$ cat config.mk
export PLATFORM = sky130hd
export DESIGN_NAME = magic_length_type_deframer_flat
export DESIGN_NICKNAME = d
export VERILOG_FILES = /design/src/hw/rtl/mltd_pkg.sv /design/src/hw/rtl/mltd_ifs.sv /design/src/hw/rtl/magic_length_type_deframer.sv /design/src/hw/rtl/mltd_parser.sv /design/src/hw/rtl/mltd_out_reg.sv /design/src/flat_wrapper.sv
export VERILOG_INCLUDE_DIRS = /design/src /design/src/hw/rtl
export SDC_FILE = /design/constraint.sdc
export NUM_CORES = 1
export LEC_CHECK = 0
export BUFFER_PORTS_ARGS = -buffer_cell sky130_fd_sc_hd__buf_2
export CORE_ASPECT_RATIO = 0.5
export CORE_UTILIZATION = 55
export DETAILED_ROUTE_END_ITERATION = 6
export GPL_TIMING_DRIVEN = 0
export PLACE_DENSITY = 0.75
export SYNTH_ARGS = -nofsm -noshare
export SYNTH_HDL_FRONTEND = slang
export SYNTH_SLANG_ARGS = --single-unit
$ cat constraint.sdc
create_clock -name i_clk -period 12.7 [get_ports i_clk]
set_input_delay 1.905 -clock i_clk [delete_from_list [all_inputs] [get_ports i_clk]]
set_output_delay 1.905 -clock i_clk [all_outputs]
set_load 0.005 [all_outputs]
$ cat src/hw/rtl/magic_length_type_deframer_defines.svh
// ----------------------------------------------------------------------------
// Deframer assertion macros
// Shared concurrent assertion forms for the deframer RTL.
// ----------------------------------------------------------------------------
`ifndef MAGIC_LENGTH_TYPE_DEFRAMER_DEFINES_SVH
`define MAGIC_LENGTH_TYPE_DEFRAMER_DEFINES_SVH

// same-cycle implication
`define MLTD_ASSERT_NOW(lbl, clk, rst_n, ante, cons, msg) \
    lbl: assert property (@(posedge clk) disable iff (!(rst_n)) (ante) |-> (cons)) \
        else $error(msg);

// next-cycle implication
`define MLTD_ASSERT_NEXT(lbl, clk, rst_n, ante, cons, msg) \
    lbl: assert property (@(posedge clk) disable iff (!(rst_n)) (ante) |=> (cons)) \
        else $error(msg);

`endif

$ cat src/hw/rtl/mltd_pkg.sv
// ----------------------------------------------------------------------------
// Deframer package
// Result kinds, header layout constants and the result transaction type.
// ----------------------------------------------------------------------------
package mltd_pkg;

    localparam int HEADER_BYTES_DEFAULT = 7;
    localparam int POS_LENGTH           = 4;
    localparam int POS_TYPE             = 6;

    typedef enum logic [1:0] {
        KIND_PAYLOAD = 2'd0,
        KIND_EMPTY   = 2'd1,
        KIND_ERROR   = 2'd2
    } t_kind;

    typedef struct packed {
        logic        valid;
        t_kind       out_kind;
        logic [7:0]  msg_type;
        logic [7:0]  out_byte;
        logic        last_of_frame;
        logic [31:0] seen_magic;
    } t_result;

endpackage

$ cat src/hw/rtl/mltd_ifs.sv
// ----------------------------------------------------------------------------
// Deframer stream interfaces
// Byte input channel and result output channel, valid/ready handshake.
// ----------------------------------------------------------------------------
interface mltd_in_if;
    logic       valid;
    logic       ready;
    logic [7:0] in_byte;
    logic       chunk_end;

    modport source (output valid, output in_byte, output chunk_end, input ready);
    modport sink   (input valid, input in_byte, input chunk_end, output ready);
endinterface

interface mltd_out_if;
    logic            valid;
    logic            ready;
    mltd_pkg::t_kind out_kind;
    logic [7:0]      msg_type;
    logic [7:0]      out_byte;
    logic            last_of_frame;
    logic [31:0]     seen_magic;

    modport source (output valid, output out_kind, output msg_type, output out_byte,
                    output last_of_frame, output seen_magic, input ready);
    modport sink   (input valid, input out_kind, input msg_type, input out_byte,
                    input last_of_frame, input seen_magic, output ready);
endinterface

$ cat src/hw/rtl/magic_length_type_deframer.sv
// ----------------------------------------------------------------------------
// Magic/length/type deframer
// Accepts one stream byte per cycle; each result is registered in the output
// register, or in the skid stage while the output is stalled. Throughput is
// one byte per cycle; input ready drops only while that skid stage is full.
// Synchronous active-low reset returns to header mode, clears the magic to
// zero and empties both result stages; no clearing pass follows.
// ----------------------------------------------------------------------------
module magic_length_type_deframer #(
    parameter int HEADER_BYTES = mltd_pkg::HEADER_BYTES_DEFAULT
) (
    input  logic        i_clk,
    input  logic        i_rst_n,
    input  logic        i_magic_word_we,
    input  logic [31:0] i_magic_word,
    mltd_in_if.sink     i_in,
    mltd_out_if.source  o_out
);

    mltd_pkg::t_result w_res;
    logic              w_ready;
    logic              w_accept;

    assign i_in.ready = w_ready;
    assign w_accept   = i_in.valid && w_ready;

    mltd_parser #(
        .HEADER_BYTES (HEADER_BYTES)
    ) u_parser (
        .i_clk           (i_clk),
        .i_rst_n         (i_rst_n),
        .i_accept        (w_accept),
        .i_in_byte       (i_in.in_byte),
        .i_chunk_end     (i_in.chunk_end),
        .i_magic_word_we (i_magic_word_we),
        .i_magic_word    (i_magic_word),
        .o_res           (w_res)
    );

    mltd_out_reg u_out_reg (
        .i_clk      (i_clk),
        .i_rst_n    (i_rst_n),
        .i_res      (w_res),
        .o_in_ready (w_ready),
        .o_out      (o_out)
    );

endmodule

$ cat src/hw/rtl/mltd_parser.sv
// ----------------------------------------------------------------------------
// Deframer header/payload parser
// Collects the header, checks the magic, tags payload bytes, skips on error.
// ----------------------------------------------------------------------------
`include "magic_length_type_deframer_defines.svh"

module mltd_parser #(
    parameter int HEADER_BYTES = mltd_pkg::HEADER_BYTES_DEFAULT
) (
    input  logic              i_clk,
    input  logic              i_rst_n,
    input  logic              i_accept,
    input  logic [7:0]        i_in_byte,
    input  logic              i_chunk_end,
    input  logic              i_magic_word_we,
    input  logic [31:0]       i_magic_word,
    output mltd_pkg::t_result o_res
);

    localparam int POS_W = $clog2(HEADER_BYTES);
    localparam logic [POS_W-1:0] POS_LAST   = POS_W'(HEADER_BYTES - 1);
    localparam logic [POS_W-1:0] POS_LENGTH = POS_W'(mltd_pkg::POS_LENGTH);
    localparam logic [POS_W-1:0] POS_TYPE   = POS_W'(mltd_pkg::POS_TYPE);

    typedef enum logic [1:0] {
        MODE_HEADER  = 2'd0,
        MODE_PAYLOAD = 2'd1,
        MODE_DISCARD = 2'd2
    } t_mode;

    t_mode            r_mode,       n_mode;
    logic [POS_W-1:0] r_pos,        n_pos;
    logic [31:0]      r_magic,      n_magic;
    logic [15:0]      r_length,     n_length;
    logic [7:0]       r_type,       n_type;
    logic [15:0]      r_remaining,  n_remaining;
    logic [31:0]      r_magic_word;

    always_comb begin
        n_mode      = r_mode;
        n_pos       = r_pos;
        n_magic     = r_magic;
        n_length    = r_length;
        n_type      = r_type;
        n_remaining = r_remaining;
        o_res       = '0;
        o_res.out_kind = mltd_pkg::KIND_PAYLOAD;
        if (i_accept) begin
            unique case (r_mode)
                MODE_PAYLOAD: begin
                    n_remaining         = r_remaining - 16'd1;
                    o_res.valid         = 1'b1;
                    o_res.out_kind      = mltd_pkg::KIND_PAYLOAD;
                    o_res.msg_type      = r_type;
                    o_res.out_byte      = i_in_byte;
                    o_res.last_of_frame = (n_remaining == 16'd0);
                    if (n_remaining == 16'd0) begin
                        n_mode = MODE_HEADER;
                    end
                end
                MODE_DISCARD: begin
                    if (i_chunk_end) begin
                        n_mode = MODE_HEADER;
                    end
                end
                default: begin
                    if (r_pos < POS_LENGTH) begin
                        n_magic = {i_in_byte, r_magic[31:8]};
                    end else if (r_pos < POS_TYPE) begin
                        n_length = {i_in_byte, r_length[15:8]};
                    end else if (r_pos == POS_TYPE) begin
                        n_type = i_in_byte;
                    end
                    if (r_pos != POS_LAST) begin
                        n_pos = r_pos + POS_W'(1);
                    end else begin
                        n_pos = '0;
                        if (n_magic != r_magic_word) begin
                            o_res.valid         = 1'b1;
                            o_res.out_kind      = mltd_pkg::KIND_ERROR;
                            o_res.msg_type      = n_type;
                            o_res.last_of_frame = 1'b1;
                            o_res.seen_magic    = n_magic;
                            n_mode = i_chunk_end ? MODE_HEADER : MODE_DISCARD;
                        end else if (n_length == 16'd0) begin
                            o_res.valid         = 1'b1;
                            o_res.out_kind      = mltd_pkg::KIND_EMPTY;
                            o_res.msg_type      = n_type;
                            o_res.last_of_frame = 1'b1;
                            n_mode = MODE_HEADER;
                        end else begin
                            n_remaining = n_length;
                            n_mode      = MODE_PAYLOAD;
                        end
                    end
                end
            endcase
        end
    end

    always_ff @(posedge i_clk) begin
        if (!i_rst_n) begin
            r_mode       <= MODE_HEADER;
            r_pos        <= '0;
            r_magic_word <= '0;
        end else begin
            r_mode <= n_mode;
            r_pos  <= n_pos;
            if (i_magic_word_we) begin
                r_magic_word <= i_magic_word;
            end
        end
    end

    always_ff @(posedge i_clk) begin
        r_magic     <= n_magic;
        r_length    <= n_length;
        r_type      <= n_type;
        r_remaining <= n_remaining;
    end

    `MLTD_ASSERT_NOW(a_pos_range, i_clk, i_rst_n, 1'b1, r_pos <= POS_LAST,
        "header position beyond header size")
    `MLTD_ASSERT_NOW(a_payload_count, i_clk, i_rst_n, r_mode == MODE_PAYLOAD,
        r_remaining != 16'd0, "payload mode with no bytes remaining")
    `MLTD_ASSERT_NOW(a_result_needs_accept, i_clk, i_rst_n, o_res.valid, i_accept,
        "result produced without an accepted byte")

endmodule

$ cat src/hw/rtl/mltd_out_reg.sv
// ----------------------------------------------------------------------------
// Deframer result register
// Output register with a one-entry skid stage; backpressures only when full.
// ----------------------------------------------------------------------------
`include "magic_length_type_deframer_defines.svh"

module mltd_out_reg (
    input  logic              i_clk,
    input  logic              i_rst_n,
    input  mltd_pkg::t_result i_res,
    output logic              o_in_ready,
    mltd_out_if.source        o_out
);

    mltd_pkg::t_result r_out,  n_out;
    mltd_pkg::t_result r_skid, n_skid;
    logic              w_take;

    assign w_take     = r_out.valid && o_out.ready;
    assign o_in_ready = !r_skid.valid;

    assign o_out.valid         = r_out.valid;
    assign o_out.out_kind      = r_out.out_kind;
    assign o_out.msg_type      = r_out.msg_type;
    assign o_out.out_byte      = r_out.out_byte;
    assign o_out.last_of_frame = r_out.last_of_frame;
    assign o_out.seen_magic    = r_out.seen_magic;

    always_comb begin
        n_out  = r_out;
        n_skid = r_skid;
        if (!r_out.valid || w_take) begin
            if (r_skid.valid) begin
                n_out        = r_skid;
                n_skid.valid = 1'b0;
            end else begin
                n_out = i_res;
            end
        end else if (i_res.valid) begin
            n_skid = i_res;
        end
    end

    always_ff @(posedge i_clk) begin
        if (!i_rst_n) begin
            r_out.valid  <= 1'b0;
            r_skid.valid <= 1'b0;
        end else begin
            r_out  <= n_out;
            r_skid <= n_skid;
        end
    end

    `MLTD_ASSERT_NOW(a_skid_behind_out, i_clk, i_rst_n, r_skid.valid, r_out.valid,
        "skid entry held while output register empty")
    `MLTD_ASSERT_NEXT(a_skid_drain, i_clk, i_rst_n, r_skid.valid && w_take,
        r_out.valid && !r_skid.valid, "skid entry not moved to output")
    `MLTD_ASSERT_NEXT(a_stall_capture, i_clk, i_rst_n,
        r_out.valid && !w_take && i_res.valid, r_skid.valid,
        "result lost while output stalled")

endmodule

$ cat src/flat_wrapper.sv
// flat-port wrapper written by rule: the top's interface ports become plain ports
module magic_length_type_deframer_flat 
#(
    parameter int HEADER_BYTES = mltd_pkg::HEADER_BYTES_DEFAULT
)
  (i_clk, i_rst_n, i_magic_word_we, i_magic_word, i_in_valid, i_in_in_byte, i_in_chunk_end, i_in_ready, o_out_valid, o_out_out_kind, o_out_msg_type, o_out_out_byte, o_out_last_of_frame, o_out_seen_magic, o_out_ready);
  mltd_in_if i_in_i ();
  mltd_out_if o_out_i ();
  input  logic i_clk;
  input  logic i_rst_n;
  input  logic i_magic_word_we;
  input  logic [31:0] i_magic_word;
  input wire logic [$bits(i_in_i.valid)-1:0] i_in_valid;
  input wire logic [$bits(i_in_i.in_byte)-1:0] i_in_in_byte;
  input wire logic [$bits(i_in_i.chunk_end)-1:0] i_in_chunk_end;
  output wire logic [$bits(i_in_i.ready)-1:0] i_in_ready;
  output wire logic [$bits(o_out_i.valid)-1:0] o_out_valid;
  output wire logic [$bits(o_out_i.out_kind)-1:0] o_out_out_kind;
  output wire logic [$bits(o_out_i.msg_type)-1:0] o_out_msg_type;
  output wire logic [$bits(o_out_i.out_byte)-1:0] o_out_out_byte;
  output wire logic [$bits(o_out_i.last_of_frame)-1:0] o_out_last_of_frame;
  output wire logic [$bits(o_out_i.seen_magic)-1:0] o_out_seen_magic;
  input wire logic [$bits(o_out_i.ready)-1:0] o_out_ready;
  assign i_in_i.valid = i_in_valid;
  assign i_in_i.in_byte = i_in_in_byte;
  assign i_in_i.chunk_end = i_in_chunk_end;
  assign i_in_ready = i_in_i.ready;
  assign o_out_valid = o_out_i.valid;
  assign o_out_out_kind = o_out_i.out_kind;
  assign o_out_msg_type = o_out_i.msg_type;
  assign o_out_out_byte = o_out_i.out_byte;
  assign o_out_last_of_frame = o_out_i.last_of_frame;
  assign o_out_seen_magic = o_out_i.seen_magic;
  assign o_out_i.ready = o_out_ready;
  magic_length_type_deframer #(.HEADER_BYTES(HEADER_BYTES)) u_core (.i_clk(i_clk), .i_rst_n(i_rst_n), .i_magic_word_we(i_magic_word_we), .i_magic_word(i_magic_word), .i_in(i_in_i), .o_out(o_out_i));
endmodule
# [Word level (Yosys, flattened, before mapping)]
# Index checks and enable logic that the tools add are counted.
[word_totals] ff_bits=213 latchBits=0 ram_bits=0 mem_bits_ro=0 out_inout_bits=53 wordCells=87 memories=0
[classes] add_sub_neg=2 n_mul=0 div=0 order_cmp=2 eq_ne=11 n_shift=0 n_mux=35 bitwise_logic=4 n_reduce_logical=14
[ops] cell="$mux W32" count=5
[ops] cell="$mux W16" count=7
[ops] cell="$mux W52" count=2
[ops] cell="$mux W11" count=3
[ops] cell="$mux W33" count=1
[ops] cell="$logic_not A16 Y1" count=2
[ops] cell="$mux W8" count=4
[ops] cell="$ne A32 B32 Y1" count=1
[ops] cell="$pmux W16 S2" count=1
[ops] cell="$pmux W11 S2" count=1
[ops] cell="$sub A16 B1 Y16 const B" count=1
[ops] cell="$mux W2" count=5
[ops] cell="$lt A3 B3 Y1 const B" count=2
[ops] cell="$ne A2 B1 Y1 const B" count=3
[ops] cell="$reduce_and A5 Y1" count=1
[ops] cell="$ne A2 B2 Y1 const B" count=2
[ops] cell="$not A1 Y1" count=4
[ops] cell="$pmux W2 S2" count=1
[ops] cell="$reduce_and A2 Y1" count=2
[ops] cell="$reduce_and A4 Y1" count=1
[ops] cell="$reduce_or A2 Y1" count=2
[ops] cell="$add A3 B1 Y3 const B" count=1
[ops] cell="$eq A3 B3 Y1 const B" count=1
[ops] cell="$mux W1" count=3
[ops] cell="other kinds (10)" count=12

# [Longest topological paths before layout]
[logic_depth] word_depth=12 ltp_mapped=11 mapped_depth_nobuf=9

# [Hierarchy]
# Synthesis repeated with hierarchy kept, for this count alone.
[unflattened] hier_cells=724 hier_area_um2=9759.4
[by_module_without_submodules] module="mltd_parser" instances=1 cells_each=554 area_each_um2=5741.8 seq_area_each_um2=2902.8
[by_module_without_submodules] module="mltd_out_reg" instances=1 cells_each=169 area_each_um2=4011.3 seq_area_each_um2=3103.0
[by_module_without_submodules] module="magic_length_type_deframer" instances=1 cells_each=1 area_each_um2=6.3 seq_area_each_um2=0.0

# [Worst setup path before layout]
# OpenSTA, ideal clock, no wires.
[synth_timing] path_kind="input port to flip-flop" startpoint="in i_in_in_byte[3]" endpoint="reg u_core.u_out_reg.r_skid[0] (netlist name) (enable)" setup_ns=0.460 arrival_ns=5.785 t_required_ns=12.240 path_slack_ns=6.455 cell_stages=8 n_path_buf=2 cell_sequence="nor3_1 -> a21oi_1 -> or4_1 -> or4_4 -> a311o_1 -> buf_6 -> buf_8 -> nor2_1"
[synth_between] elab_chain_len=11 word_cells_on_any_way=15
[synth_lines] item="start: declaration" line="flat_wrapper.sv:14" rtl="input wire logic [$bits(i_in_i.in_byte)-1:0] i_in_in_byte;"
[synth_lines] item="$mux W16" line="mltd_parser.sv:69" rtl="end else if (r_pos < POS_TYPE) begin"
[synth_lines] item="$mux W16" line="mltd_parser.sv:67" rtl="if (r_pos < POS_LENGTH) begin"
[synth_lines] item="$mux W16" line="mltd_parser.sv:49" rtl="unique case (r_mode)"
[synth_lines] item="$mux W16" line="mltd_parser.sv:48" rtl="if (i_accept) begin"
[synth_lines] item="$logic_not A16 Y1" line="mltd_parser.sv:85" rtl="end else if (n_length == 16'd0) begin"
[synth_lines] item="$mux W11" line="mltd_parser.sv:85"
[synth_lines] item="$mux W11 (*)" line="mltd_parser.sv:78" rtl="if (n_magic != r_magic_word) begin"
[synth_lines] item="$mux W11 (*)" line="mltd_parser.sv:74" rtl="if (r_pos != POS_LAST) begin"
[synth_lines] item="$pmux W11 S2 (*)" line="mltd_parser.sv:49"
[synth_lines] item="$mux W52 (*)" line="mltd_parser.sv:48"
[synth_lines] item="$reduce_and A3 Y1 (no source line) (*)"
[synth_lines] item="end signal: assignment" line="mltd_out_reg.sv:50" rtl="r_skid <= n_skid;"
[synth_lines] item="end: declaration" line="mltd_out_reg.sv:16" rtl="mltd_pkg::t_result r_skid, n_skid;"
# Mark *: on every way between the ends. The rest lies on a longest branch, timed or not. The select of a mux whose other input is x is not followed.
# A chain may end at the register's enable or synchronous reset.

# [Worst setup path in the final report]
[layout_timing] startpoint="in i_in_in_byte[6]" endpoint="reg u_core.u_out_reg.r_skid[18] (netlist name) (enable)"
# The elaborated chain is that of the path after synthesis.

==> reports/qor.yml <==
placed_design:
  portBuffers: 97
  dpl.hpwl_um: 14100
  dpl_cell_area_um2: 10200
  dp_cells: 1063
  gp_congestion: 0.863
cts:
  cts-htree-levels: 1
  cts.sinks: 213
  worstSkewPairLatency_ns: 0.49
  clk_pin_slew_worst_paths_ns: 0.06
  cts_buffers: 20
  cts_resized: 0
  root_buffer: "clkbuf_16"
  clock_path_buffers: 3
  cts_tree: "yes"
  hold_buffers: 0
  post_cts_buffers: 0
cells_and_area:
  fin_cells: 1099
  drive_gt1_frac: 0.192
  syn2layout_area_growth_pct: 15.6
  antenna_cells: 0
  layout_commonest_cell: "edfxtp_1"
  filler_cell_count: 1271
  final_cell_mix: "174 x edfxtp_1, 104 x buf_2, 75 x nor2_1, 75 x mux2i_1, 51 x nand2_1"
  finalNetCount: 909
  final_core_util: 0.656
  stdcell_area_um2: 10800
power_and_ir_drop:
  p_per_area_nw_per_um2: 132
  pwr-share-clk: 0.390
  totalPowerFinal_mw: 1.43
  ir_drop_mv: 0.0850
  switching_share: 0.217
  p_int_mw: 1.12
  leakagePower_nw: 4.60
  pwr-share-comb: 0.060
  p_sw_uw: 311
  p_seq_frac: 0.551
routing:
  drtPass1Iterations: 5
  wl_per_cell_um: 17.9
  via_per_inst: 5.44
  routed_wl_um: 19700
  final_antenna_net_count: 0
  dr_total_vias: 5976
  remaining_drc_errors: 0
  drt_iter0_drc: 399
die:
  coreArea_um2: 16500
  dieHeight_um: 94.3
  die_width_um: 187
  io_pins: 99
  die-area_um2: 17600
  initial_core_util: 0.568
  num_rows: 33
yosys:
  ys_warn_count: 0
  ys_ff_latch: 213
  synthCells: 735
  ys_types: 47
  ys_async_sr_fraction: 0
  syn-cell-area_um2: 9380
  synth_edf_count: 174
  synth.avg_cell_area_um2: 12.8
  syn_nets: 786
  yosysSeqAreaShare: 0.640
  synth_flop_cell: "edfxtp_1"
global_route:
  track_usage: 0.225
  grt_max_degree: 37
  antenna_found_initial: 0
  grt_pass1_wl_um: 30700
  grt_pass1_vias: 5803
  globalRouteOverflowTotal: 0
setup_path:
  critPathMaxFanout: 36
  crit_family: "simple AND/OR/NAND/NOR gates"
  critPathKind: "primary input to flop"
  cp_num_buf_inv: 4
  path_cells: "buf_2, or4_1, nor3_1, a31oi_1, or4_4, a311o_1, buf_6, buf_8, nor2_4, buf_12"
  crit_slowest_cell: "or4_1"
  required_ns: 12.88
  slowest_delay_ns: 0.54
  cp_data_arrival_time_ns: 4.78
  worst_setup_path_end_kind: "flop"
  start_kind: "primary input"
timing:
  clock_skew_ns: 0.0101
  worstMarginPinSlew_ns: 0.894
  relSlewSlack: 0.400
  finalSetupViolations: 0
  hold_viol_final: 0
  maxSlewViolCount: 0
  fmax_ghz: 0.217
  finalSetupTns_ns: 0
  rsz0062_at_grt: "false"
  period_minus_slack_ns: 4.60
  min_period_over_period: 0.362
status:
  outcome: "finished clean"
worst_hold_path:
  hold_path.class: "flop to flop"
flow_run:
  maxCapViolCount: 0
## sequential cells by signal, summed over array words and instances (netlist names)
| register | count |
|---|---|
| u_core.u_parser.r_mode | 2 |
| u_core.u_parser.r_magic | 32 |
| u_core.u_out_reg.o_out.out_kind | 2 |
| u_core.u_parser.r_magic_word | 32 |
| u_core.u_parser.r_length | 16 |
| u_core.u_parser.r_pos | 3 |
| u_core.u_parser.r_remaining | 16 |
| u_core.u_out_reg.r_skid | 52 |
| u_core.u_out_reg.o_out.out_byte | 8 |
| u_core.u_out_reg.o_out.valid | 1 |
| u_core.u_out_reg.o_out.last_of_frame | 1 |
| u_core.u_out_reg.o_out.msg_type | 8 |
| u_core.u_out_reg.o_out.seen_magic | 32 |
| u_core.u_parser.r_type | 8 |
## per-layer routing
layer | vias up | track usage | part of all wire
li1 | 2875 | - | -
met2 | 151 | 0.394 | 0.48
met1 | 2922 | 0.298 | 0.45
met3 | 28 | 0.0346 | 0.050
met5 | - | 0 | 0
met4 | 0 | 0.0581 | 0.016
## kinds of logic (layout without fill, tap and decap cells)
| group | Yosys count | count (layout) | share of synthesized area |
|---|---|---|---|
| AOI/OAI and AO/OA | 90 | 90 | 0.0640 |
| xor gates and xnor gates | 45 | 45 | 0.0420 |
| adders and majority gates | 5 | 5 | 0.00667 |
| buffers and inverters | 75 | 212 | 0.0351 |
| DFF | 213 | 213 | 0.640 |
| muxes | 91 | 91 | 0.0993 |
| and+or+nand+nor | 216 | 216 | 0.113 |
## area by class of cell
cell class                 count  area, µm²  area share
inverter                      42        158      0.0145
tap                          227        284      0.0262
clock inverter                10       47.5     0.00439
timing repair buffer         101        557      0.0514
buffer                        33        171      0.0158
clock buffer                  26        554      0.0511
sequential                   213       6010       0.554
multi-input combinational    447       3060       0.283
## per-stage QoR
step / hold WS (ns) / setup WS (ns)
6_report: 0.491 / 8.10
4_1_cts: 0.482 / 8.12
3_5_place_dp: 0.474 / 7.62
3_3_place_gp: 0.465 / 5.18
2_1_floorplan: 0.451 / 6.46
5_1_grt: 0.510 / 7.99
## path summary, 6_finish.rpt
| kind | start | to | slack (ns) | depth (start not counted) |
|---|---|---|---|---|
| worst max-delay path | i_in_in_byte[6] | u_core.u_out_reg.r_skid[18] | 8.10 | 10 |
| worst min-delay path | u_core.u_parser.r_mode[1] | u_core.u_parser.r_mode[1] | 0.49 | 2 |
| worst max register to register | u_core.u_parser.r_pos[2] | u_core.u_out_reg.r_skid[18] | 8.64 | 12 |
| worst min register to register | u_core.u_parser.r_mode[1] | u_core.u_parser.r_mode[1] | 0.49 | 2 |
## Yosys cell counts, drive strengths merged, types with 10 or more instances
cell,n,share of area
a21oi,17,0.0095
and3,10,0.0067
mux2i,75,0.080
edfxtp,174,0.56
nor2b,35,0.023
nand2,51,0.020
clkbuf,20,0.010
dfxtp,39,0.083
a21o,42,0.034
nor2,76,0.030
nor4,15,0.010
buf,13,0.0081
mux2,16,0.019
o21ai,16,0.0085
inv,42,0.017
xnor2,42,0.039
## tightest hold or removal path, delay by kind of cell, from the launching register on
family	cells	cell delay, ns
DFF	1	0.33
and+or+nand+nor	1	0.06
muxes	1	0.06
## power by group through the flow
stage	Clock [mW]	Sequential (mW)	Combinational, mW
after floorplan	0	0.802	0.0518
after global placement	0	0.805	0.0812
after detailed placement	0	0.804	0.0852
after CTS	0.567	0.789	0.0858
after global routing	0.591	0.791	0.0932
final	0.559	0.790	0.0855
No activity file was read; power rests on OpenSTA's default activity.
